[config.mk]
export PLATFORM = sky130hd
export DESIGN_NAME = ansi_escape_filter_core
export DESIGN_NICKNAME = d
export VERILOG_FILES = /design/src/design/aef_pkg.sv /design/src/design/aef_queue.sv /design/src/design/aef_front.sv /design/src/design/aef_back.sv /design/src/design/ansi_escape_filter_core.sv
export SDC_FILE = /design/constraint.sdc
export NUM_CORES = 1
export LEC_CHECK = 0
export ABC_AREA = 1
export CAP_MARGIN = 5
export CORE_ASPECT_RATIO = 0.9
export CORE_MARGIN = 2
export CORE_UTILIZATION = 39
export DETAILED_ROUTE_END_ITERATION = 12
export DONT_BUFFER_PORTS = 1
export HOLD_SLACK_MARGIN = 0.1
export SLEW_MARGIN = 20
export SYNTH_ARGS = -nofsm -noshare
export SYNTH_HDL_FRONTEND = slang
export SYNTH_SLANG_ARGS = --single-unit
[constraint.sdc]
create_clock -name clk -period 7 [get_ports clk]
set_input_delay 0.35 -clock clk [delete_from_list [all_inputs] [get_ports clk]]
set_output_delay 0.35 -clock clk [all_outputs]
set_load 0.005 [all_outputs]
[src/design/aef_pkg.sv]
`timescale 1ns / 1ps
package aef_pkg;

	localparam int SEQ_MAX_DEF = 64;
	localparam int CNT_W       = 7;
	localparam int WR_AW       = 6;
	localparam int CLOSE_LEN   = 7;
	localparam int TAB_STOP    = 8;

	localparam logic [1:0] REG_FILTER_ALL    = 2'd0;
	localparam logic [1:0] REG_DISPLAY_WIDTH = 2'd1;
	localparam logic [1:0] REG_EXPAND_TABS   = 2'd2;

	localparam logic [7:0] CH_BEL   = 8'h07;
	localparam logic [7:0] CH_TAB   = 8'h09;
	localparam logic [7:0] CH_CR    = 8'h0d;
	localparam logic [7:0] CH_ESC   = 8'h1b;
	localparam logic [7:0] CH_SPACE = 8'h20;
	localparam logic [7:0] CH_DIG0  = 8'h30;
	localparam logic [7:0] CH_EIGHT = 8'h38;
	localparam logic [7:0] CH_SEMI  = 8'h3b;
	localparam logic [7:0] CH_LBRK  = 8'h5b;
	localparam logic [7:0] CH_BSL   = 8'h5c;
	localparam logic [7:0] CH_RBRK  = 8'h5d;
	localparam logic [7:0] CH_M     = 8'h6d;

	typedef enum logic [3:0] {
		M_TEXT, M_ESC, M_CSI, M_OSC_PS, M_OSC_SEMI, M_OSC_BODY, M_OSC_BODY_ESC, M_NF, M_UTF8
	} mode_t;

	typedef enum logic [2:0] {
		K_NONE, K_END, K_BYTE, K_SPACES, K_BUF, K_CLOSE
	} kind_t;

	typedef enum logic {B_IDLE, B_RUN} bstate_t;

	typedef struct packed {
		kind_t            kind;
		logic [7:0]       data;
		logic [CNT_W-1:0] cnt;
		logic             last;
		logic             ovf;
	} cmd_t;

	typedef struct packed {
		logic             en;
		logic [WR_AW-1:0] addr;
		logic [7:0]       data;
	} bufwr_t;

	typedef struct packed {
		logic        filter_all;
		logic [15:0] width;
		logic        expand_tabs;
	} cfg_t;

	// hyperlink close: ESC ] 8 ; ; ESC backslash
	function automatic logic [7:0] close_byte(input logic [2:0] i);
		logic [7:0] r;
		case (i)
			3'd0: r = CH_ESC;
			3'd1: r = CH_RBRK;
			3'd2: r = CH_EIGHT;
			3'd3: r = CH_SEMI;
			3'd4: r = CH_SEMI;
			3'd5: r = CH_ESC;
			3'd6: r = CH_BSL;
			default: r = 8'h00;
		endcase
		return r;
	endfunction

	function automatic logic [15:0] sat_inc(input logic [15:0] v);
		return (v != 16'hffff) ? v + 16'd1 : v;
	endfunction

endpackage

[src/design/aef_queue.sv]
`timescale 1ns / 1ps
module aef_queue (
	input  logic           clk,
	input  logic           arst_n,
	input  logic           push,
	input  aef_pkg::cmd_t  push_cmd,
	output logic           full,
	input  logic           pop,
	output logic           not_empty,
	output aef_pkg::cmd_t  head
);
	aef_pkg::cmd_t slot_q [2];
	logic          wp_q;
	logic          rp_q;
	logic [1:0]    cnt_q;

	assign full      = (cnt_q == 2'd2);
	assign not_empty = (cnt_q != 2'd0);
	assign head      = slot_q[rp_q];

	always_ff @(posedge clk) begin
		if (push) begin
			slot_q[wp_q] <= push_cmd;
		end
	end

	always_ff @(posedge clk or negedge arst_n) begin
		if (!arst_n) begin
			wp_q  <= 1'b0;
			rp_q  <= 1'b0;
			cnt_q <= 2'd0;
		end else begin
			if (push) begin
				wp_q <= ~wp_q;
			end
			if (pop) begin
				rp_q <= ~rp_q;
			end
			cnt_q <= cnt_q + {1'b0, push} - {1'b0, pop};
		end
	end
endmodule

[src/design/aef_front.sv]
`timescale 1ns / 1ps
module aef_front #(
	parameter int SEQ_MAX = aef_pkg::SEQ_MAX_DEF
) (
	input  logic            clk,
	input  logic            arst_n,
	input  aef_pkg::cfg_t   cfg,
	input  logic            in_valid,
	output logic            in_ready,
	input  logic [7:0]      in_byte,
	input  logic            has_byte,
	input  logic            is_last,
	input  logic            q_full,
	output logic            q_push,
	output aef_pkg::cmd_t   q_cmd,
	output aef_pkg::bufwr_t buf_wr,
	input  logic            buf_done
);
	localparam int LEN_W = $clog2(SEQ_MAX + 1);

	aef_pkg::mode_t   mode_q, mode_n;
	logic [15:0]      col_q, col_n;
	logic             hl_q, hl_n;
	logic [LEN_W-1:0] len_q, len_n;
	logic [7:0]       osc_q, osc_n;
	logic [1:0]       utf_q, utf_n;
	logic [1:0]       cs_q, cs_n;
	logic             ovf_q, ovf_n;
	logic             drop_q, drop_n;
	logic             pm_q, pm_n;
	logic             busy_q;

	aef_pkg::kind_t   kind;
	logic [7:0]       data;
	logic [aef_pkg::CNT_W-1:0] cnt;
	logic             add_en, add_rst, do_nf, do_text, do_body;
	logic [7:0]       osc_v;
	logic             a_drop, a_pm;
	logic [LEN_W-1:0] a_len;
	logic [LEN_W-1:0] base_len;
	logic             base_drop, base_pm;
	logic [15:0]      c1, tab_end;
	logic [16:0]      tab_up;
	logic             acc;
	logic [7:0]       b;

	assign b        = in_byte;
	assign in_ready = !q_full && !busy_q;
	assign acc      = in_valid && in_ready;

	// effect of storing the byte onto the current sequence
	always_comb begin
		a_drop = drop_q || (len_q >= LEN_W'(SEQ_MAX));
		a_len  = a_drop ? len_q : len_q + LEN_W'(1);
		a_pm   = pm_q && (len_q < LEN_W'(aef_pkg::CLOSE_LEN))
			&& (b == aef_pkg::close_byte(len_q[2:0]));
	end

	// tab stop arithmetic
	always_comb begin
		c1      = aef_pkg::sat_inc(col_q);
		tab_up  = ({1'b0, c1} + 17'(aef_pkg::TAB_STOP - 1)) & ~17'(aef_pkg::TAB_STOP - 1);
		tab_end = (tab_up > {1'b0, cfg.width}) ? cfg.width : tab_up[15:0];
	end

	always_comb begin
		mode_n  = mode_q;
		col_n   = col_q;
		hl_n    = hl_q;
		len_n   = len_q;
		osc_n   = osc_q;
		utf_n   = utf_q;
		cs_n    = cs_q;
		ovf_n   = ovf_q;
		drop_n  = drop_q;
		pm_n    = pm_q;
		kind    = aef_pkg::K_NONE;
		data    = b;
		cnt     = aef_pkg::CNT_W'(1);
		add_en  = 1'b0;
		add_rst = 1'b0;
		do_nf   = 1'b0;
		do_text = 1'b0;
		do_body = 1'b0;
		osc_v   = osc_q;
		buf_wr  = '0;

		case (mode_q)
			aef_pkg::M_ESC: begin
				if (b == aef_pkg::CH_LBRK) begin
					add_en = 1'b1;
					mode_n = aef_pkg::M_CSI;
				end else if (b == aef_pkg::CH_RBRK) begin
					add_en = 1'b1;
					osc_n  = 8'h00;
					mode_n = aef_pkg::M_OSC_PS;
				end else begin
					mode_n = aef_pkg::M_NF;
					do_nf  = 1'b1;
				end
			end
			aef_pkg::M_CSI: begin
				if (b inside {[8'h20:8'h3f]}) begin
					add_en = 1'b1;
				end else begin
					mode_n = aef_pkg::M_TEXT;
					if (b inside {[8'h40:8'h7e]}) begin
						add_en = 1'b1;
						// colour sequence goes out whole
						if (!cfg.filter_all && b == aef_pkg::CH_M && !a_drop) begin
							kind = aef_pkg::K_BUF;
							cnt  = aef_pkg::CNT_W'(a_len);
						end
					end else begin
						do_text = 1'b1;
					end
				end
			end
			aef_pkg::M_OSC_PS: begin
				if (b inside {[8'h30:8'h3f]}) begin
					add_en = 1'b1;
					osc_n  = b;
					mode_n = aef_pkg::M_OSC_SEMI;
				end else begin
					osc_v   = 8'h00;
					osc_n   = 8'h00;
					do_body = 1'b1;
				end
			end
			aef_pkg::M_OSC_SEMI: begin
				osc_v   = (b != aef_pkg::CH_SEMI) ? 8'h00 : osc_q;
				osc_n   = osc_v;
				do_body = 1'b1;
			end
			aef_pkg::M_OSC_BODY: begin
				do_body = 1'b1;
			end
			aef_pkg::M_OSC_BODY_ESC: begin
				if (b == aef_pkg::CH_BSL) begin
					add_en = 1'b1;
					if (!cfg.filter_all && osc_q == aef_pkg::CH_EIGHT && !a_drop) begin
						hl_n = !(a_len == LEN_W'(aef_pkg::CLOSE_LEN) && a_pm);
						kind = aef_pkg::K_BUF;
						cnt  = aef_pkg::CNT_W'(a_len);
					end
					mode_n = aef_pkg::M_TEXT;
				end else begin
					do_body = 1'b1;
				end
			end
			aef_pkg::M_NF: begin
				do_nf = 1'b1;
			end
			aef_pkg::M_UTF8: begin
				if (b[7:6] == 2'b10 && utf_q != 2'd0) begin
					kind  = aef_pkg::K_BYTE;
					utf_n = utf_q - 2'd1;
					if (utf_q == 2'd1) begin
						mode_n = aef_pkg::M_TEXT;
					end
				end else begin
					utf_n   = 2'd0;
					mode_n  = aef_pkg::M_TEXT;
					do_text = 1'b1;
				end
			end
			default: begin
				mode_n  = aef_pkg::M_TEXT;
				do_text = 1'b1;
			end
		endcase

		// osc body byte, ended by BEL or ESC backslash
		if (do_body) begin
			add_en = 1'b1;
			if (b == aef_pkg::CH_BEL) begin
				if (!cfg.filter_all && osc_v == aef_pkg::CH_EIGHT && !a_drop) begin
					hl_n = !(len_q == LEN_W'(aef_pkg::CLOSE_LEN - 2) && pm_q);
					kind = aef_pkg::K_BUF;
					cnt  = aef_pkg::CNT_W'(a_len);
				end
				mode_n = aef_pkg::M_TEXT;
			end else if (b == aef_pkg::CH_ESC) begin
				mode_n = aef_pkg::M_OSC_BODY_ESC;
			end else begin
				mode_n = aef_pkg::M_OSC_BODY;
			end
		end

		// nF escape: intermediates eaten, final ends it
		if (do_nf) begin
			if (b == aef_pkg::CH_ESC || b == aef_pkg::CH_TAB || b[7]) begin
				mode_n  = aef_pkg::M_TEXT;
				do_text = 1'b1;
			end else if (b >= aef_pkg::CH_DIG0) begin
				mode_n = aef_pkg::M_TEXT;
			end else if (b >= aef_pkg::CH_SPACE || b == aef_pkg::CH_CR || b == aef_pkg::CH_BEL) begin
				mode_n = aef_pkg::M_NF;
			end else begin
				kind  = aef_pkg::K_BYTE;
				col_n = c1;
				if (c1 >= cfg.width) begin
					mode_n = aef_pkg::M_TEXT;
				end
			end
		end

		if (do_text) begin
			if (col_q >= cfg.width) begin
				// past the limit: only watch for the next hyperlink opener
				if (hl_q) begin
					if (b == aef_pkg::CH_ESC) begin
						cs_n = 2'd1;
					end else if (cs_q == 2'd1 && b == aef_pkg::CH_RBRK) begin
						cs_n = 2'd2;
					end else if (cs_q == 2'd2 && b == aef_pkg::CH_EIGHT) begin
						cs_n = 2'd3;
					end else if (cs_q == 2'd3 && b == aef_pkg::CH_SEMI) begin
						kind = aef_pkg::K_CLOSE;
						cnt  = aef_pkg::CNT_W'(aef_pkg::CLOSE_LEN);
						hl_n = 1'b0;
						cs_n = 2'd0;
					end else begin
						cs_n = 2'd0;
					end
				end
			end else if (b == aef_pkg::CH_ESC) begin
				add_en  = 1'b1;
				add_rst = 1'b1;
				mode_n  = aef_pkg::M_ESC;
			end else if (b == aef_pkg::CH_TAB && cfg.expand_tabs) begin
				kind = aef_pkg::K_SPACES;
				if (c1 >= cfg.width) begin
					col_n = c1;
				end else begin
					col_n = tab_end;
					cnt   = aef_pkg::CNT_W'(tab_end - c1) + aef_pkg::CNT_W'(1);
				end
			end else if (b == aef_pkg::CH_CR || b == aef_pkg::CH_BEL) begin
				kind = aef_pkg::K_NONE;
			end else begin
				col_n = c1;
				kind  = aef_pkg::K_BYTE;
				if (b[7:5] == 3'b110) begin
					utf_n = 2'd1;
				end else if (b[7:4] == 4'b1110) begin
					utf_n = 2'd2;
				end else if (b[7:3] == 5'b11110) begin
					utf_n = 2'd3;
				end else begin
					utf_n = 2'd0;
				end
				if (utf_n != 2'd0) begin
					mode_n = aef_pkg::M_UTF8;
				end
			end
		end

		// sequence buffer store
		base_len  = add_rst ? '0 : len_q;
		base_drop = add_rst ? 1'b0 : drop_q;
		base_pm   = add_rst ? 1'b1 : pm_q;
		if (add_en) begin
			len_n  = base_len;
			drop_n = base_drop;
			pm_n   = base_pm;
			if (!base_drop) begin
				if (base_len < LEN_W'(SEQ_MAX)) begin
					buf_wr.en   = acc && has_byte;
					buf_wr.addr = aef_pkg::WR_AW'(base_len);
					buf_wr.data = b;
					len_n = base_len + LEN_W'(1);
					pm_n  = base_pm && (base_len < LEN_W'(aef_pkg::CLOSE_LEN))
						&& (b == aef_pkg::close_byte(base_len[2:0]));
				end else begin
					drop_n = 1'b1;
					ovf_n  = 1'b1;
				end
			end
		end

		if (!has_byte) begin
			kind = aef_pkg::K_NONE;
		end
		q_cmd.kind = (is_last && kind == aef_pkg::K_NONE) ? aef_pkg::K_END : kind;
		q_cmd.data = data;
		q_cmd.cnt  = cnt;
		q_cmd.last = is_last;
		q_cmd.ovf  = has_byte ? ovf_n : ovf_q;
		q_push     = acc && (q_cmd.kind != aef_pkg::K_NONE);
	end

	always_ff @(posedge clk or negedge arst_n) begin
		if (!arst_n) begin
			mode_q <= aef_pkg::M_TEXT;
			col_q  <= '0;
			hl_q   <= 1'b0;
			len_q  <= '0;
			osc_q  <= '0;
			utf_q  <= '0;
			cs_q   <= '0;
			ovf_q  <= 1'b0;
			drop_q <= 1'b0;
			pm_q   <= 1'b1;
			busy_q <= 1'b0;
		end else begin
			if (acc && is_last) begin
				mode_q <= aef_pkg::M_TEXT;
				col_q  <= '0;
				hl_q   <= 1'b0;
				len_q  <= '0;
				osc_q  <= '0;
				utf_q  <= '0;
				cs_q   <= '0;
				ovf_q  <= 1'b0;
				drop_q <= 1'b0;
				pm_q   <= 1'b1;
			end else if (acc && has_byte) begin
				mode_q <= mode_n;
				col_q  <= col_n;
				hl_q   <= hl_n;
				len_q  <= len_n;
				osc_q  <= osc_n;
				utf_q  <= utf_n;
				cs_q   <= cs_n;
				ovf_q  <= ovf_n;
				drop_q <= drop_n;
				pm_q   <= pm_n;
			end
			// hold input while the buffer is being replayed
			if (q_push && q_cmd.kind == aef_pkg::K_BUF) begin
				busy_q <= 1'b1;
			end else if (buf_done) begin
				busy_q <= 1'b0;
			end
		end
	end
endmodule

[src/design/aef_back.sv]
`timescale 1ns / 1ps
module aef_back #(
	parameter int SEQ_MAX = aef_pkg::SEQ_MAX_DEF
) (
	input  logic            clk,
	input  logic            arst_n,
	input  aef_pkg::bufwr_t buf_wr,
	input  logic            q_valid,
	input  aef_pkg::cmd_t   q_head,
	output logic            q_pop,
	output logic            buf_done,
	output logic            out_valid,
	input  logic            out_ready,
	output logic [7:0]      out_byte,
	output logic            byte_valid,
	output logic            run_last,
	output logic            text_done,
	output logic            seq_overflow
);
	localparam int AW = $clog2(SEQ_MAX);

	logic [7:0]                mem [SEQ_MAX];
	logic [7:0]                rdata_q;
	logic                      rd_ok_q;
	aef_pkg::bstate_t          state_q, state_n;
	aef_pkg::cmd_t             cmd_q;
	logic [aef_pkg::CNT_W-1:0] idx_q;
	logic                      adv, last_el;
	logic [7:0]                cur;

	always_ff @(posedge clk) begin
		if (buf_wr.en) begin
			mem[buf_wr.addr[AW-1:0]] <= buf_wr.data;
		end
		rdata_q <= mem[idx_q[AW-1:0]];
	end

	always_comb begin
		last_el = (idx_q == cmd_q.cnt - aef_pkg::CNT_W'(1));
		adv     = (state_q == aef_pkg::B_RUN) && (!out_valid || out_ready)
			&& (cmd_q.kind != aef_pkg::K_BUF || rd_ok_q);
		q_pop   = (state_q == aef_pkg::B_IDLE) && q_valid;
		buf_done = adv && last_el && (cmd_q.kind == aef_pkg::K_BUF);
		case (cmd_q.kind)
			aef_pkg::K_BYTE:   cur = cmd_q.data;
			aef_pkg::K_SPACES: cur = aef_pkg::CH_SPACE;
			aef_pkg::K_BUF:    cur = rdata_q;
			aef_pkg::K_CLOSE:  cur = aef_pkg::close_byte(idx_q[2:0]);
			default:           cur = 8'h00;
		endcase
		state_n = state_q;
		case (state_q)
			aef_pkg::B_IDLE: begin
				if (q_valid) begin
					state_n = aef_pkg::B_RUN;
				end
			end
			aef_pkg::B_RUN: begin
				if (adv && last_el) begin
					state_n = aef_pkg::B_IDLE;
				end
			end
			default: state_n = aef_pkg::B_IDLE;
		endcase
	end

	always_ff @(posedge clk or negedge arst_n) begin
		if (!arst_n) begin
			state_q <= aef_pkg::B_IDLE;
		end else begin
			state_q <= state_n;
		end
	end

	always_ff @(posedge clk or negedge arst_n) begin
		if (!arst_n) begin
			idx_q     <= '0;
			rd_ok_q   <= 1'b0;
			out_valid <= 1'b0;
		end else begin
			rd_ok_q <= (state_q == aef_pkg::B_RUN) && !adv;
			if (q_pop) begin
				idx_q <= '0;
			end else if (adv) begin
				idx_q <= idx_q + aef_pkg::CNT_W'(1);
			end
			if (adv) begin
				out_valid <= 1'b1;
			end else if (out_ready) begin
				out_valid <= 1'b0;
			end
		end
	end

	always_ff @(posedge clk) begin
		if (q_pop) begin
			cmd_q <= q_head;
		end
		if (adv) begin
			out_byte     <= cur;
			byte_valid   <= (cmd_q.kind != aef_pkg::K_END);
			run_last     <= last_el;
			text_done    <= last_el && cmd_q.last;
			seq_overflow <= cmd_q.ovf;
		end
	end
endmodule

[src/design/ansi_escape_filter_core.sv]
`timescale 1ns / 1ps
// path: a result passes the command queue, the back end's command register and its output
// register; a replayed buffered sequence also waits on the registered buffer read
// throughput: silent transactions go in one per cycle while the queue has room and no replay
// is pending; the back end passes through idle between commands, each replayed buffer byte waits
// for its buffer read, and input holds off while a buffer replay is queued
// reset: arst_n clears parser state, queue, back end and output valid; registers take defaults
module ansi_escape_filter_core #(
	parameter int SEQ_MAX = aef_pkg::SEQ_MAX_DEF
) (
	input  logic        clk,
	input  logic        arst_n,
	// configuration writes
	input  logic        cfg_we,
	input  logic [1:0]  cfg_idx,
	input  logic [15:0] cfg_wdata,
	// input transaction
	input  logic        in_valid,
	output logic        in_ready,
	input  logic [7:0]  in_byte,
	input  logic        has_byte,
	input  logic        is_last,
	// result transaction
	output logic        out_valid,
	input  logic        out_ready,
	output logic [7:0]  out_byte,
	output logic        byte_valid,
	output logic        run_last,
	output logic        text_done,
	output logic        seq_overflow
);
	aef_pkg::cfg_t    cfg_q;
	aef_pkg::cmd_t    push_cmd, head;
	aef_pkg::bufwr_t  buf_wr;
	logic             q_full, q_push, q_pop, q_valid, buf_done;

	// configuration registers; the user must write them only while idle, the block does not enforce it
	always_ff @(posedge clk or negedge arst_n) begin
		if (!arst_n) begin
			cfg_q.filter_all  <= 1'b0;
			cfg_q.width       <= 16'd80;
			cfg_q.expand_tabs <= 1'b1;
		end else if (cfg_we) begin
			case (cfg_idx)
				aef_pkg::REG_FILTER_ALL:    cfg_q.filter_all  <= cfg_wdata[0];
				aef_pkg::REG_DISPLAY_WIDTH: cfg_q.width       <= cfg_wdata;
				aef_pkg::REG_EXPAND_TABS:   cfg_q.expand_tabs <= cfg_wdata[0];
				default: ;
			endcase
		end
	end

	// front end: parses each byte and issues at most one output command
	aef_front #(.SEQ_MAX(SEQ_MAX)) u_front (
		.clk      (clk),
		.arst_n   (arst_n),
		.cfg      (cfg_q),
		.in_valid (in_valid),
		.in_ready (in_ready),
		.in_byte  (in_byte),
		.has_byte (has_byte),
		.is_last  (is_last),
		.q_full   (q_full),
		.q_push   (q_push),
		.q_cmd    (push_cmd),
		.buf_wr   (buf_wr),
		.buf_done (buf_done)
	);

	// two-entry command queue decouples parsing from emission
	aef_queue u_queue (
		.clk       (clk),
		.arst_n    (arst_n),
		.push      (q_push),
		.push_cmd  (push_cmd),
		.full      (q_full),
		.pop       (q_pop),
		.not_empty (q_valid),
		.head      (head)
	);

	// back end: expands commands into output bytes, holds the sequence buffer
	aef_back #(.SEQ_MAX(SEQ_MAX)) u_back (
		.clk          (clk),
		.arst_n       (arst_n),
		.buf_wr       (buf_wr),
		.q_valid      (q_valid),
		.q_head       (head),
		.q_pop        (q_pop),
		.buf_done     (buf_done),
		.out_valid    (out_valid),
		.out_ready    (out_ready),
		.out_byte     (out_byte),
		.byte_valid   (byte_valid),
		.run_last     (run_last),
		.text_done    (text_done),
		.seq_overflow (seq_overflow)
	);
endmodule

==> Word-level counts from Yosys, hierarchy flattened <==
Memories as Yosys holds them, arrays and structs flattened. A register that Yosys moved wholly into a read port is not among the register bits.
Cells that the tools add are included.
{ "totals": {"mem_bits_rw": 552, "inputBits": 33, "word_cells": 408, "out_inout_bits": 14, "reg_bits": 88, "n_memories": 2} }
{ "memory_table": {"columns": ["name", "words", "width", "read_ports", "rd_ports_with_merged_regs", "write_ports", "line", "rtl"], "rows": [
  ["u_back.mem", 64, 8, 1, 1, 1, "aef_back.sv:22", "logic [7:0] mem [SEQ_MAX];"],
  ["u_queue.slot_q", 2, 20, 1, 1, 1, "aef_queue.sv:12", "aef_pkg::cmd_t slot_q [2];"]
]} }
{ "classes": {"n_reduce_logical": 83, "n_eq_ne": 65, "n_addsub": 11, "muxes": 206, "magnitude_cmp": 12, "bitwise_logic": 3} }
{ "ops": {"columns": ["operator", "n"], "rows": [
  ["$mux 16", 14],
  ["$mux 7", 27],
  ["$pmux 7 s5", 3],
  ["$mux 4", 21],
  ["$mux 8", 10],
  ["$mux 3", 24],
  ["$mux 1", 65],
  ["$mux 2", 28],
  ["$mux 15", 3],
  ["$eq 3x3->1 const B", 13],
  ["$logic_and 1x1->1", 34],
  ["$eq 8x6->1 const B", 4],
  ["$eq 8x7->1 const B", 4],
  ["$ge 16x16->1", 2],
  ["$pmux 8 s4", 1],
  ["$add 7x1->7 const B", 4],
  ["$eq 3x2->1 const B", 8],
  ["$pmux 4 s6", 1],
  ["$pmux 8 s3", 1],
  ["$reduce_bool 2->1", 11],
  ["$add 16x3->17 const B", 1],
  ["$gt 17x16->1", 1],
  ["$add 16x1->16 const B", 1],
  ["$eq 4x3->1 const B", 4],
  ["other kinds (48)", 95]
]} }

==> Longest topological paths before layout <==
{ "logic_depth": {"word_depth": 30, "ltp_mapped": 44, "depth_no_buf": 44} }

==> Hierarchy <==
Synthesis repeated with hierarchy kept, for this count alone.
{ "hier_totals": {"hier_cells": 3687, "hier_area_um2": 33464.6} }
{ "by_module_without_submodules": {"columns": ["module", "area_each_um2", "n_inst", "seq_area_each_um2", "cells_each"], "rows": [
  ["aef_back", 24036.8, 1, 16746.1, 2298],
  ["aef_front", 6966.7, 1, 1102.3, 1176],
  ["aef_queue", 1684.1, 1, 1301.2, 129],
  ["ansi_escape_filter_core", 777.0, 1, 454.2, 84]
]} }

==> Least setup slack after synthesis <==
OpenSTA, ideal clock, no wires.
{ "synth_path": {"path_kind": "reg2reg", "start": "reg u_front.col_q[0]", "end": "mem u_queue.slot_q[0][8] in the netlist's numbering, data pin", "setup_ns": 0.258, "path_slack_ns": 1.695, "t_arrival_ns": 5.047, "path_buffers": 0, "t_required_ns": 6.742, "stages_incl_launch_ff": 43, "synth_period_minus_slack_ns": 5.305, "path_cell_list": "dfrtp_1 ha_1 inv_1 nor2_4 nand2_2 nor2_8 a21oi_1 inv_1 nand4_1 nand2_1 inv_1 nand2_1 nand2_1 inv_1 ha_1 nand2_1 nor2_1 inv_1 [... 7 more ...] nand2_1 nand2_1 nand2_1 nand2_8 nand2_1 and2_1 ha_1 ha_1 a21oi_1 inv_1 a31oi_1 or2_2 nand2_1 a21oi_1 xnor2_1 or2_1 nand4_1 nand2_1"} }
{ "synth_lines": {"columns": ["item", "line", "rtl"], "rows": [
  ["from (decl)", "aef_front.sv:22", "logic [15:0] col_q, col_n;"],
  ["from (signal assigned)", "aef_front.sv:320", "col_q <= col_n;"],
  ["to (decl)", "aef_queue.sv:12", null]
]} }

==> flow_summary.toml <==
[setup_path]
crit_type = "reg2reg"
cp-start-kind = "register"
crit_fanout = 18
crit_top_cell = "nand2_1"
cpPeakStageDelay_ns = 0.55
end_kind = "register"
worstPathRequired_ns = 7.38
slowest_stage = "a21oi_1"
cp.arrival_ns = 6.53

[grt]
antenna_found_initial = 0
grt_pass1_wl_um = 129800
grt-ovfl-total = 0
grt_pass1_vias = 21420
track_usage_pct = 20.47
grt_max_degree = 179

[clock_tree]
path_clk_slew_ns = 0.06
cts_resized = 0
cts_buffers = 71
clock_latency_ns = 0.64
clk_path_buf_depth = 3
postCtsHoldBufs = 31
root_buffer = "clkbuf_16"
cts.sinks = 668
post_cts_buffers = 0
cts_max_level = 3
cts_tree = "yes"

[timing]
tightest_slew_ns = 1.033
clock-skew-final_ns = 0.04508
max_slew_margin_pct = 31.03
max_freq_mhz = 162.6
maxSlewViolCount = 0
rsz0062_at_grt = "false"
setup_viol = 0
tns_ns = 0
post-route-period-util_pct = 87.85
min_period_ns = 6.149
whs_ns = 0.1305
finalHoldViolations = 0

[synth]
synthArstFlopShare_pct = 11.38
yosys_warnings = 0
synth_common_cells = "edfxtp_1, nor2_1, nand2_1"
synth_nets = 3097
syn-cell-area_mm2 = 0.03126
yosysTopAreaCell = "edfxtp_1"
syn_inst = 2989
yosys-top-cells-area = "edfxtp_1, dfrtp_1, nor2_1, nand2_1, o21ai_0"
synth-main-ff-cell = "edfxtp_1"
avgSynthCellArea_um2 = 10.46
seq_area_frac_synth_pct = 62.71
ys_types = 65
ys_ff_latch = 668
synth_top_area_share_pct = 56.10
synth_edf_count = 584
synth.most_common_cell = "edfxtp_1"

[power_and_ir_drop]
seqPwrFrac_pct = 38.3
p_clk_share_pct = 27.8
intPower_uw = 8166
ir_drop_mv = 0.2300
swShare_pct = 38.12
leakagePower_uw = 0.01289
switchingPower_uw = 5030
pwr-share-comb_pct = 33.9
p_per_area_mw_per_mm2 = 378.3

[cells_and_area]
layout.nets = 3091
drive_above_1_share_pct = 6.844
antennaDiodeCount = 0
area_delta_synth_final_pct = 11.57

[placement]
place_congestion = 0.9076
hpwl_um = 52810
portBuffers = 0

[floorplan]
die_h_um = 272.6
fp.dieArea_mm2 = 0.08244
initial_core_util_pct = 39.35
io_pins = 47
die_w_um = 302.4
core-area_mm2 = 0.07946
rows = 98

[min_path]
hp-class = "in2reg"

[run_status]
outcome = "completed"

[route]
viasPerCell = 5.483
dr.pass1.iters = 6
num_vias = 22420
remaining_drc_errors = 0
drtAntennaViolNets = 0
wl_um = 84710
wire_per_inst_um = 20.72
drtIter0Drc = 2120

[flow_run]
cap_violations = 0
==> worst max-delay path: cells and delay by family, from the launching register on <==
family / cells / cell delay, ns
simple gates: 27 / 2.54
fa+ha+maj: 4 / 1.17
compound gates: 4 / 1.01
buf+inv: 6 / 0.59
flops: 1 / 0.48
xor+xnor: 1 / 0.11
==> stage by stage <==
stage | cell area [um2] | utilization [%] | setup slack [ns] | total power [uW] | cells
final | 34880 | 43.90 | 0.8508 | 13200 | 4089
after global routing | 34880 | 43.90 | 0.1465 | 13950 | 4089
after CTS | 34880 | 43.90 | 0.8908 | 13240 | 4089
after detailed placement | 32310 | 40.66 | 0.9197 | 9552 | 3929
after global placement | 32310 | 40.66 | 1.015 | 9530 | 3929
after floorplan | 31260 | - | 1.695 | 8102 | 2989
==> cell families after synthesis <==
family	count (synthesis)	synth area share, %
AO/OA/AOI/OAI	666	12.70
adder cells (fa/ha/maj)	75	3.026
AND/OR/NAND/NOR	1200	16.37
multiplexers	1	0.03202
buffers and inverters	348	4.270
XOR/XNOR	31	0.8925
flip-flops	668	62.71
==> layer usage <==
layer | vias up | global-route usage, % | wire (um)
met5 | - | 0 | 0
met4 | 0 | 6.637 | 2429
met3 | 148 | 3.649 | 6153
met2 | 764 | 31.77 | 38450
met1 | 10840 | 29.15 | 37680
li1 | 10670 | - | -
==> placed cells by master (no fill, tap or decap), types with 69 or more instances in the layout <==
| cell | count |
|---|---|
| a21oi_1 | 103 |
| clkbuf_16 | 72 |
| dfrtp_1 | 69 |
| edfxtp_1 | 584 |
| ha_1 | 74 |
| inv_1 | 195 |
| nand2_1 | 454 |
| nand3_1 | 148 |
| nor2_1 | 464 |
| o21ai_0 | 339 |
| o221ai_1 | 92 |
==> registers in the layout, summed over array words and instances (netlist names), 2 cells and up <==
signal	flops
cfg_q	18
u_queue.cnt_q	2
u_front.col_q	16
u_front.utf_q	2
u_front.osc_q	8
u_front.mode_q	4
u_back.mem	512
u_back.cmd_q	20
u_queue.slot_q	40
u_front.len_q	7
u_back.rdata_q	8
u_back.idx_q	7
u_back.out_byte	8
u_front.cs_q	2
==> final cells by class <==
cell class / instances / area, um2
Fill cell: 7493 / 44580
Sequential cell: 668 / 19610
Multi-Input combinational cell: 1973 / 10360
Clock buffer: 86 / 1854
Tap cell: 1050 / 1314
Inverter: 212 / 809.5
Timing Repair Buffer: 57 / 535.5
Clock inverter: 43 / 390.4
==> power by group through the flow <==
stage	combinational [uW]	sequential (uW)	clock, uW
after detailed placement	4420	5130	0
after floorplan	3130	4970	0
after global placement	4390	5140	0
after CTS	4460	5050	3720
final	4470	5060	3670
after global routing	4980	5090	3880
==> path summary, 6_finish.rpt <==
check / slack, ns / end / cells past startpoint / startpoint
max: 0.85 / u_queue.slot_q[0][8] / 42 / u_front.col_q[0]
min: 0.13 / u_front.pm_q / 7 / in_byte[0]
max reg2reg: 0.85 / u_queue.slot_q[0][8] / 42 / u_front.col_q[0]
min reg2reg: 0.42 / u_back.seq_overflow / 0 / u_back.cmd_q[0]
max in group asynchronous: 6.30 / cfg_q[5] / 2 / arst_n
min in group asynchronous: 0.28 / u_front.col_q[9] / 2 / arst_n
Note: power is estimated with default switching activity, not from simulation.
